## config.mk

```make
export PLATFORM = sky130hd
export DESIGN_NAME = quicksort_engine
export DESIGN_NICKNAME = d
export VERILOG_FILES = /design/src/qsort_pkg.sv /design/src/qsort_datapath.sv /design/src/qsort_ctrl.sv /design/src/quicksort_engine.sv
export SDC_FILE = /design/constraint.sdc
export NUM_CORES = 2
export LEC_CHECK = 0
export ABC_AREA = 1
export ABC_CLOCK_PERIOD_IN_PS = 10510
export BUFFER_PORTS_ARGS = -buffer_cell sky130_fd_sc_hd__buf_2
export CELL_PAD_IN_SITES_DETAIL_PLACEMENT = 0
export CELL_PAD_IN_SITES_GLOBAL_PLACEMENT = 1
export CORE_MARGIN = 2
export CORE_UTILIZATION = 52
export DETAILED_ROUTE_END_ITERATION = 16
export HOLD_SLACK_MARGIN = 0.12
export PLACE_DENSITY_LB_ADDON = 0.15
export SLEW_MARGIN = 20
export SYNTH_ARGS = -nofsm -noshare
export SYNTH_HDL_FRONTEND = slang
export SYNTH_SLANG_ARGS = --single-unit
```

## constraint.sdc

```tcl
create_clock -name clk -period 10.51 [get_ports clk]
set_clock_uncertainty 0.05 [all_clocks]
set_input_delay 1.051 -clock clk [delete_from_list [all_inputs] [get_ports clk]]
set_output_delay 1.051 -clock clk [all_outputs]
set_load 0.01 [all_outputs]
```

## src/qsort_pkg.sv

```systemverilog
// ----------------------------------------------------------------------------
// qsort_pkg
// shared types, constants and controller encodings for the quicksort engine
// ----------------------------------------------------------------------------
package qsort_pkg;

    localparam int SIZE_DEF      = 64;
    localparam int DATA_BITS_DEF = 32;
    localparam int VALUE_W       = 32;

    typedef struct packed {
        logic [VALUE_W-1:0] value;
        logic               last_item;
    } in_word_t;

    typedef struct packed {
        logic [VALUE_W-1:0] sorted_value;
        logic               end_of_set;
        logic               dropped;
    } out_word_t;

    typedef enum logic [4:0] {
        ST_LOAD,
        ST_START,
        ST_POP,
        ST_POP_WT,
        ST_PIV_RD,
        ST_PIV_WT,
        ST_J_RD,
        ST_J_WT,
        ST_J_CHK,
        ST_I_RD,
        ST_I_WT,
        ST_I_CHK,
        ST_SW_WJ,
        ST_LOOP,
        ST_P_RD,
        ST_P_WT,
        ST_P_CHK,
        ST_PL_RD,
        ST_PL_WT,
        ST_PL_WR,
        ST_PUSH,
        ST_EMIT_RD,
        ST_EMIT_WT,
        ST_EMIT_OUT
    } state_t;

    // memory command from controller to datapath
    typedef enum logic [2:0] {
        MEM_NONE,
        MEM_RD,
        MEM_WR_IN,
        MEM_WR_HOLD,
        MEM_WR_B
    } mem_op_t;

    typedef struct packed {
        mem_op_t     op;
        logic [5:0]  addr;
        logic        cap_a;   // capture read data into hold register a
        logic        cap_b;   // capture read data into hold register b
        logic        cap_piv; // capture read data as pivot
    } dp_cmd_t;

    typedef struct packed {
        logic lt_piv;   // last read element below pivot
    } dp_stat_t;

endpackage

```

## src/qsort_datapath.sv

```systemverilog
// ----------------------------------------------------------------------------
// qsort_datapath
// element memory, hold registers and pivot compare
// ----------------------------------------------------------------------------
module qsort_datapath #(
    parameter int SIZE      = qsort_pkg::SIZE_DEF,
    parameter int DATA_BITS = qsort_pkg::DATA_BITS_DEF
) (
    input  logic                      clk,
    input  logic [qsort_pkg::VALUE_W-1:0] in_value,
    input  qsort_pkg::dp_cmd_t        cmd,
    output qsort_pkg::dp_stat_t       stat,
    output logic [qsort_pkg::VALUE_W-1:0] rd_value
);
    localparam int AW = (SIZE > 1) ? $clog2(SIZE) : 1;

    logic [DATA_BITS-1:0] mem [SIZE];
    logic [DATA_BITS-1:0] rd_reg;
    logic [DATA_BITS-1:0] hold_a_reg;
    logic [DATA_BITS-1:0] hold_b_reg;
    logic [DATA_BITS-1:0] piv_reg;
    logic [DATA_BITS-1:0] in_ext;
    logic [AW-1:0]        addr;

    assign addr = cmd.addr[AW-1:0];

    generate
        if (DATA_BITS > qsort_pkg::VALUE_W)
        begin : g_wide
            assign in_ext = {{(DATA_BITS-qsort_pkg::VALUE_W){1'b0}}, in_value};
            assign rd_value = rd_reg[qsort_pkg::VALUE_W-1:0];
        end
        else
        begin : g_narrow
            assign in_ext = in_value[DATA_BITS-1:0];
            assign rd_value = {{(qsort_pkg::VALUE_W-DATA_BITS){1'b0}}, rd_reg};
        end
    endgenerate

    always_ff @(posedge clk)
    begin
        case (cmd.op)
            qsort_pkg::MEM_RD:      rd_reg <= mem[addr];
            qsort_pkg::MEM_WR_IN:   mem[addr] <= in_ext;
            qsort_pkg::MEM_WR_HOLD: mem[addr] <= hold_a_reg;
            qsort_pkg::MEM_WR_B:    mem[addr] <= hold_b_reg;
            default:                ;
        endcase
    end

    always_ff @(posedge clk)
    begin
        if (cmd.cap_a)
            hold_a_reg <= rd_reg;
        if (cmd.cap_b)
            hold_b_reg <= rd_reg;
        if (cmd.cap_piv)
            piv_reg <= rd_reg;
    end

    assign stat.lt_piv = $signed(rd_reg) < $signed(piv_reg);
endmodule

```

## src/qsort_ctrl.sv

```systemverilog
// ----------------------------------------------------------------------------
// qsort_ctrl
// load, partition, range stack and emission sequencer
// ----------------------------------------------------------------------------
module qsort_ctrl #(
    parameter int SIZE = qsort_pkg::SIZE_DEF
) (
    input  logic                 clk,
    input  logic                 rst_n,
    input  logic                 in_valid,
    input  logic                 in_last,
    output logic                 in_stall,
    output logic                 out_valid,
    input  logic                 out_stall,
    output logic                 out_end,
    output logic                 out_drop,
    output qsort_pkg::dp_cmd_t   cmd,
    input  qsort_pkg::dp_stat_t  stat
);
    localparam int CW = $clog2(SIZE + 1);

    qsort_pkg::state_t state_reg, state_next;
    logic [CW-1:0] count_reg, count_next;
    logic [6:0]    sp_reg, sp_next;
    logic          ovf_reg, ovf_next;
    logic [6:0]    lo_reg, lo_next, hi_reg, hi_next;
    logic [6:0]    i_reg, i_next, j_reg, j_next, p_reg, p_next;
    logic [6:0]    k_reg, k_next;
    logic          ov_reg, ov_next, oe_reg, oe_next;
    logic [1:0]    push_reg, push_next;
    logic [11:0]   stk [64];
    logic [11:0]   stk_rd_reg;
    logic [5:0]    stk_ra;
    logic          stk_we;
    logic [5:0]    stk_wa;
    logic [11:0]   stk_wd;

    assign out_valid = ov_reg;
    assign out_end = oe_reg;
    assign out_drop = ovf_reg;
    // top of stack, read into a register ahead of use
    assign stk_ra = 6'(sp_reg - 1'b1);

    always_ff @(posedge clk)
    begin
        if (stk_we)
            stk[stk_wa] <= stk_wd;
        stk_rd_reg <= stk[stk_ra];
    end

    always_ff @(posedge clk or negedge rst_n)
    begin
        if (!rst_n)
        begin
            state_reg <= qsort_pkg::ST_LOAD;
            count_reg <= '0;
            sp_reg    <= '0;
            ovf_reg   <= 1'b0;
            ov_reg    <= 1'b0;
            oe_reg    <= 1'b0;
            push_reg  <= '0;
        end
        else
        begin
            state_reg <= state_next;
            count_reg <= count_next;
            sp_reg    <= sp_next;
            ovf_reg   <= ovf_next;
            ov_reg    <= ov_next;
            oe_reg    <= oe_next;
            push_reg  <= push_next;
        end
    end

    always_ff @(posedge clk)
    begin
        lo_reg <= lo_next;
        hi_reg <= hi_next;
        i_reg  <= i_next;
        j_reg  <= j_next;
        p_reg  <= p_next;
        k_reg  <= k_next;
    end

    always_comb
    begin
        state_next = state_reg;
        count_next = count_reg;
        sp_next    = sp_reg;
        ovf_next   = ovf_reg;
        ov_next    = ov_reg;
        oe_next    = oe_reg;
        push_next  = push_reg;
        lo_next    = lo_reg;
        hi_next    = hi_reg;
        i_next     = i_reg;
        j_next     = j_reg;
        p_next     = p_reg;
        k_next     = k_reg;
        in_stall   = 1'b1;
        cmd        = '0;
        cmd.op     = qsort_pkg::MEM_NONE;
        stk_we     = 1'b0;
        stk_wa     = sp_reg[5:0];
        stk_wd     = '0;
        case (state_reg)
            qsort_pkg::ST_LOAD:
            begin
                in_stall = 1'b0;
                if (in_valid)
                begin
                    if (count_reg < CW'(SIZE))
                    begin
                        cmd.op = qsort_pkg::MEM_WR_IN;
                        cmd.addr = 6'(count_reg);
                        count_next = count_reg + 1'b1;
                    end
                    else
                        ovf_next = 1'b1;
                    if (in_last)
                        state_next = qsort_pkg::ST_START;
                end
            end
            qsort_pkg::ST_START:
            begin
                sp_next = '0;
                if (count_reg >= CW'(2))
                begin
                    stk_we = 1'b1;
                    stk_wa = '0;
                    stk_wd = {6'd0, 6'(count_reg - 1'b1)};
                    sp_next = 7'd1;
                end
                state_next = qsort_pkg::ST_POP;
            end
            qsort_pkg::ST_POP:
            begin
                if (sp_reg == '0)
                begin
                    k_next = '0;
                    state_next = qsort_pkg::ST_EMIT_RD;
                end
                else
                begin
                    sp_next = sp_reg - 1'b1;
                    state_next = qsort_pkg::ST_POP_WT;
                end
            end
            qsort_pkg::ST_POP_WT:
            begin
                lo_next = {1'b0, stk_rd_reg[11:6]};
                hi_next = {1'b0, stk_rd_reg[5:0]};
                state_next = qsort_pkg::ST_PIV_RD;
            end
            qsort_pkg::ST_PIV_RD:
            begin
                cmd.op = qsort_pkg::MEM_RD;
                cmd.addr = lo_reg[5:0];
                i_next = lo_reg + 1'b1;
                j_next = hi_reg;
                state_next = qsort_pkg::ST_PIV_WT;
            end
            qsort_pkg::ST_PIV_WT:
            begin
                cmd.cap_piv = 1'b1;
                cmd.cap_a = 1'b1;  // keep pivot word for the final swap
                state_next = qsort_pkg::ST_LOOP;
            end
            qsort_pkg::ST_LOOP:
            begin
                if (i_reg == j_reg)
                    state_next = qsort_pkg::ST_P_RD;
                else
                    state_next = qsort_pkg::ST_J_RD;
            end
            qsort_pkg::ST_J_RD:
            begin
                cmd.op = qsort_pkg::MEM_RD;
                cmd.addr = j_reg[5:0];
                state_next = qsort_pkg::ST_J_CHK;
            end
            qsort_pkg::ST_J_CHK:
            begin
                if (!stat.lt_piv && i_reg < j_reg)
                begin
                    j_next = j_reg - 1'b1;
                    state_next = qsort_pkg::ST_J_RD;
                end
                else
                begin
                    cmd.cap_b = 1'b1;
                    state_next = qsort_pkg::ST_I_RD;
                end
            end
            qsort_pkg::ST_I_RD:
            begin
                cmd.op = qsort_pkg::MEM_RD;
                cmd.addr = i_reg[5:0];
                state_next = qsort_pkg::ST_I_CHK;
            end
            qsort_pkg::ST_I_CHK:
            begin
                if (stat.lt_piv && i_reg < j_reg)
                begin
                    i_next = i_reg + 1'b1;
                    state_next = qsort_pkg::ST_I_RD;
                end
                else if (i_reg < j_reg)
                begin
                    // word at i goes to j, word at j (hold b) goes to i
                    cmd.op = qsort_pkg::MEM_WR_B;
                    cmd.addr = i_reg[5:0];
                    state_next = qsort_pkg::ST_SW_WJ;
                end
                else
                    state_next = qsort_pkg::ST_LOOP;
            end
            qsort_pkg::ST_SW_WJ:
            begin
                cmd.cap_b = 1'b1;
                state_next = qsort_pkg::ST_I_WT;
            end
            qsort_pkg::ST_I_WT:
            begin
                cmd.op = qsort_pkg::MEM_WR_B;
                cmd.addr = j_reg[5:0];
                state_next = qsort_pkg::ST_LOOP;
            end
            qsort_pkg::ST_P_RD:
            begin
                cmd.op = qsort_pkg::MEM_RD;
                cmd.addr = j_reg[5:0];
                state_next = qsort_pkg::ST_P_CHK;
            end
            qsort_pkg::ST_P_CHK:
            begin
                p_next = stat.lt_piv ? j_reg : j_reg - 1'b1;
                state_next = qsort_pkg::ST_PL_RD;
            end
            qsort_pkg::ST_PL_RD:
            begin
                cmd.op = qsort_pkg::MEM_RD;
                cmd.addr = p_reg[5:0];
                state_next = qsort_pkg::ST_PL_WT;
            end
            qsort_pkg::ST_PL_WT:
            begin
                cmd.cap_b = 1'b1;
                cmd.op = qsort_pkg::MEM_WR_HOLD;
                cmd.addr = p_reg[5:0];
                state_next = qsort_pkg::ST_PL_WR;
            end
            qsort_pkg::ST_PL_WR:
            begin
                cmd.op = qsort_pkg::MEM_WR_B;
                cmd.addr = lo_reg[5:0];
                push_next = 2'd0;
                state_next = qsort_pkg::ST_PUSH;
            end
            qsort_pkg::ST_PUSH:
            begin
                push_next = push_reg + 1'b1;
                if (push_reg == 2'd0)
                begin
                    if (p_reg > lo_reg + 7'd1 && sp_reg < 7'd64)
                    begin
                        stk_we = 1'b1;
                        stk_wd = {lo_reg[5:0], 6'(p_reg - 1'b1)};
                        sp_next = sp_reg + 1'b1;
                    end
                end
                else
                begin
                    if (hi_reg > p_reg + 7'd1 && sp_reg < 7'd64)
                    begin
                        stk_we = 1'b1;
                        stk_wd = {6'(p_reg + 1'b1), hi_reg[5:0]};
                        sp_next = sp_reg + 1'b1;
                    end
                    state_next = qsort_pkg::ST_POP;
                end
            end
            qsort_pkg::ST_EMIT_RD:
            begin
                cmd.op = qsort_pkg::MEM_RD;
                cmd.addr = k_reg[5:0];
                state_next = qsort_pkg::ST_EMIT_WT;
            end
            qsort_pkg::ST_EMIT_WT:
            begin
                ov_next = 1'b1;
                oe_next = (k_reg + 1'b1) == 7'(count_reg);
                state_next = qsort_pkg::ST_EMIT_OUT;
            end
            qsort_pkg::ST_EMIT_OUT:
            begin
                if (!out_stall)
                begin
                    ov_next = 1'b0;
                    oe_next = 1'b0;
                    k_next = k_reg + 1'b1;
                    if (oe_reg)
                    begin
                        count_next = '0;
                        ovf_next = 1'b0;
                        sp_next = '0;
                        state_next = qsort_pkg::ST_LOAD;
                    end
                    else
                        state_next = qsort_pkg::ST_EMIT_RD;
                end
            end
            default:
                state_next = qsort_pkg::ST_LOAD;
        endcase
        // a set with no stored element emits nothing
        if (state_reg == qsort_pkg::ST_POP && sp_reg == '0 && count_reg == '0)
        begin
            ovf_next = 1'b0;
            state_next = qsort_pkg::ST_LOAD;
        end
    end

`ifndef NO_ASSERTIONS
    a_no_out_in_load: assert property (@(posedge clk) disable iff (!rst_n)
        state_reg == qsort_pkg::ST_LOAD |-> !ov_reg)
        else $error("output valid while loading");
    a_count_bound: assert property (@(posedge clk) disable iff (!rst_n)
        count_reg <= CW'(SIZE))
        else $error("element count beyond capacity");
    a_ij_order: assert property (@(posedge clk) disable iff (!rst_n)
        state_reg == qsort_pkg::ST_LOOP |-> i_reg <= j_reg)
        else $error("scan indexes crossed");
    a_out_hold: assert property (@(posedge clk) disable iff (!rst_n)
        ov_reg && out_stall |=> ov_reg && $stable(oe_reg))
        else $error("stalled result changed");
`endif
endmodule

```

## src/quicksort_engine.sv

```systemverilog
// quicksort_engine: loads one word per cycle; sort runs after the last item
// partition walks the single-port element memory: one read per compare, two writes per swap
// average sort does n log n compares, worst case O(n^2)
// emission reads each word and holds it on the output while out_stall is high, then reads the next
// reset (rst_n low, async) empties the set and the range stack
// ----------------------------------------------------------------------------
// quicksort_engine
// collects a set of signed words, sorts ascending in place, streams them out
// ----------------------------------------------------------------------------
module quicksort_engine #(
    parameter int SIZE      = qsort_pkg::SIZE_DEF,
    parameter int DATA_BITS = qsort_pkg::DATA_BITS_DEF
) (
    input  logic                 clk,
    input  logic                 rst_n,
    input  logic                 in_valid,
    output logic                 in_stall,
    input  qsort_pkg::in_word_t  in_data,
    output logic                 out_valid,
    input  logic                 out_stall,
    output qsort_pkg::out_word_t out_data
);
    qsort_pkg::dp_cmd_t  cmd;
    qsort_pkg::dp_stat_t stat;
    logic [qsort_pkg::VALUE_W-1:0] rd_value;

    qsort_ctrl #(.SIZE(SIZE)) u_ctrl (
        .clk(clk), .rst_n(rst_n),
        .in_valid(in_valid), .in_last(in_data.last_item), .in_stall(in_stall),
        .out_valid(out_valid), .out_stall(out_stall),
        .out_end(out_data.end_of_set), .out_drop(out_data.dropped),
        .cmd(cmd), .stat(stat)
    );

    qsort_datapath #(.SIZE(SIZE), .DATA_BITS(DATA_BITS)) u_dp (
        .clk(clk), .in_value(in_data.value), .cmd(cmd), .stat(stat),
        .rd_value(rd_value)
    );

    assign out_data.sorted_value = rd_value;
endmodule

```

==> results_dict.tcl <==
set metrics [dict create \
    yosys_warnings 0 \
    grt.met2_usage 0.462 \
    max_cap_violations 0 \
    timing.fmax_ghz 0.150 \
    crit_fanout 178 \
    final_cell_mix "edfxtp_1, nand2_1, nor2_1" \
    pwr-share-comb 0.008 \
    coreArea_um2 232000 \
    swShare 0.196 \
    syn-mean-instance-area_um2 12.3 \
    syn_inst 9872 \
    required_ns 11.21 \
    drt-initial-drc-count 9934 \
    status "finished, final reports clean" \
    dpl_cell_area_um2 126000 \
    finalNetCount 10000 \
    setup_viol 0 \
    worstRegToRegCells 22 \
    syn_area_um2 121000 \
    hold_depth 0 \
    p_int_mw 19.4 \
    finalWeightedCongestion 0.908 \
    cts.sinks 2988 \
    grt_pass1_wl_mm 518 \
    r2r_end "u_dp.rd_value[18]" \
    worst_slew_pin_slew_ns 1.19 \
    rows 177 \
    clk_latency_ns 0.96 \
    synthMuxAreaShare 0.00968 \
    dieArea_um2 237000 \
    largest_register_ff_count 2048 \
    synth_xor_area_frac 0.00275 \
    ctsResizeCount 0 \
    antenna_found_initial 22 \
    grt_pass1_vias 73500 \
    critPathLaunchType "flip-flop" \
    die_w_um 486 \
    path_class "reg -> reg" \
    power_density_nw_per_um2 177 \
    cts_tree "yes" \
    clkPwrFrac 0.450 \
    numCtsBuffers 325 \
    finalMaxSlewViolations 0 \
    drc 0 \
    dr.pass1.iters 8 \
    yosysSeqAreaShare 0.740 \
    design_area_um2 136000 \
    synth_cell_types 52 \
    use_met1 0.436 \
    endpoint_kind "flip-flop" \
    overflow 0 \
    antenna_left 0 \
    synth-adder-area-share 0.00652 \
    drive_gt1_frac 0.0892 \
    reg.largest.list "u_dp.mem x2048, u_ctrl.stk x768" \
    power.switching_mw 4.72 \
    hold_start "u_ctrl.stk_rd_reg[10]" \
    place.port_buffers 72 \
    synth_top_family_by_area "simple AND/OR/NAND/NOR gates" \
    p_leak_nw 48.2 \
    groute.usage.overall 0.301 \
    rsz0062_at_grt "false" \
    holdPathEnd "u_ctrl.lo_reg[4]" \
    reg2reg_slack_ns 3.86 \
    grt_busiest_layer "met2" \
    cts-root-buf "clkbuf_16" \
    nFillCells 18400 \
    hold_viol_final 0 \
    synth_compound_area_frac 0.0663 \
    regToRegStartpoint "u_dp.rd_value[21]" \
    fin_crit_ns 6.65 \
    hold_path_class "reg -> reg" \
    clk_pin_slew_ns 0.06 \
    grt_max_degree 200 \
    avgRoutedWirePerCell_um 27.2 \
    dp_hpwl_mm 203 \
    routed_wl_mm 360 \
    via_per_inst 5.96 \
    final-seq-area_um2 89500 \
    htree_levels 5 \
    multi_input_area_um2 29600 \
    clock_path_buffers 4 \
    period_share 0.633 \
    crit_arrival_ns 7.35 \
    mostFrequentLayoutCell "edfxtp_1" \
    ys_ff_latch 2988 \
    timing.setup.tns_ns 0 \
    yosys.area_share.simple 0.150 \
    gr-usage-met3 0.0474 \
    relSlewSlack 0.210 \
    syn_nets 9972 \
    die_h_um 486 \
    seqPwrFrac 0.541 \
    ir_drop_mv 0.143 \
    vias 78900 \
    area_growth_pct 12.3 \
    regMostFlops "u_dp.mem" \
    io_pins 73 \
    initial_core_util 0.522 \
]
[cells in the mapped netlist (all sizes together)]
| cell type | instances | area [um2] |
|---|---|---|
| nand4 | 41 | 257 |
| a211oi | 2 | 15.0 |
| a21boi | 2 | 18.8 |
| o32ai | 79 | 692 |
| o211ai | 77 | 578 |
| nand3 | 663 | 3330 |
| a221oi | 3 | 26.3 |
| nor3 | 27 | 135 |
| a2111oi | 7 | 80.1 |
| o41ai | 1 | 8.76 |
| and2 | 2 | 12.5 |
| buf | 249 | 1270 |
| nor4 | 3 | 18.8 |
| inv | 159 | 597 |
| dfxtp | 12 | 240 |
| xnor2 | 10 | 87.6 |
| xor2 | 28 | 245 |
| dfrtp | 24 | 601 |
| clkbuf | 317 | 1190 |
| o21bai | 1 | 7.51 |
| nand3b | 1 | 7.51 |
| o221ai | 119 | 1040 |
| ha | 63 | 788 |
| edfxtp | 2952 | 88600 |
| o21ai | 979 | 4900 |
| a31oi | 3 | 18.8 |
| a21oi | 104 | 524 |
| o211a | 1 | 10.0 |
| o22ai | 7 | 43.8 |
| o31ai | 4 | 30.0 |
| o21a | 2 | 15.0 |
| clkinv | 6 | 22.5 |
| and3 | 1 | 6.26 |
| nor3b | 3 | 22.5 |
| a22oi | 2 | 15.0 |
| or2 | 15 | 93.8 |
| nand2 | 2847 | 10700 |
| mux2i | 117 | 1170 |
| nor2 | 939 | 3530 |
[final cells by class]
cell class | instances | area share
Timing Repair Buffer | 306 | 0.0175
Inverter | 165 | 0.00473
Clock buffer | 388 | 0.0622
Clock inverter | 174 | 0.0110
Sequential cell | 2988 | 0.658
Antenna cell | 7 | 0.000129
Multi-Input combinational cell | 6153 | 0.218
Tap cell | 3043 | 0.0280
[worst max-delay path by stage]
stage,endpoint,slack (ns),start,cells past startpoint
after floorplan,u_ctrl.stk[0][10],1.49,u_ctrl.p_reg[2],12
after global placement,u_dp.rd_value[16],3.89,u_dp.rd_value[1],26
after detailed placement,u_dp.rd_value[16],3.96,u_dp.rd_value[21],22
after CTS,u_dp.rd_value[16],3.93,u_dp.rd_value[21],22
after global routing,u_dp.rd_value[19],3.51,u_dp.rd_value[21],22
final,u_dp.rd_value[18],3.86,u_dp.rd_value[21],22
[kinds of logic (layout without fill, tap and decap cells)]
kind of cell / count (synthesis) / after routing
AO/OA/AOI/OAI: 1393 / 1393
XOR/XNOR: 38 / 38
adder cells (fa/ha/maj): 63 / 63
buffers and inverters: 731 / 1033
flip-flops: 2988 / 2988
multiplexers: 117 / 117
other: 0 / 7
AND/OR/NAND/NOR: 4542 / 4542
[worst max-delay path, stage by stage (launching register included)]
cell      delay, ns
edfxtp_1       0.43
ha_1           0.33
a21oi_1        0.21
nor2_1         0.07
nor3_1         0.18
a21oi_1        0.10
nor2_1         0.22
nand2_1        0.11
nand2_1        0.07
nand3_1        0.17
nand3_2        0.54
nand3_4        0.62
inv_8          0.70
buf_12         0.61
buf_4          0.73
nand2_1        0.13
nand2_1        0.09
nand2_1        0.05
o21ai_1        0.10
o21ai_1        0.24
nand2_1        0.30
nor2_1         0.06
nand2_1        0.12
[metrics by stage]
step                utilization  hold slack, ns  total power [mW]  cells  worst slack (ns)
finish                    0.586           0.357              24.1  13200              3.86
global route              0.586           0.367              24.7  13200              3.51
CTS                       0.586           0.361              24.2  13200              3.93
global placement          0.542           0.341              13.5  12600              3.89
detailed placement        0.543           0.339              13.5  12700              3.96
floorplan                     -           0.336              13.4   9872              1.49
[per-layer routing]
| layer | wire (um) | vias up |
|---|---|---|
| met5 | 103 | - |
| met4 | 14800 | 16 |
| met3 | 30400 | 642 |
| met2 | 164000 | 3509 |
| met1 | 151000 | 39400 |
| li1 | - | 35300 |
[power groups by stage]
stage | Clock, mW | Combinational, mW | Sequential [mW]
after detailed placement | 0 | 0.203 | 13.3
after CTS | 11.0 | 0.203 | 13.0
after global placement | 0 | 0.197 | 13.3
after global routing | 11.4 | 0.213 | 13.0
after floorplan | 0 | 0.0644 | 13.3
final | 10.8 | 0.205 | 13.0
[what timing repair did]
item / in CTS / in global routing
hold buffers: 1 / 0
setup buffers: 0 / 0
hold endpoints to repair: 24 / 0
Note: power is estimated with default switching activity, not from simulation.
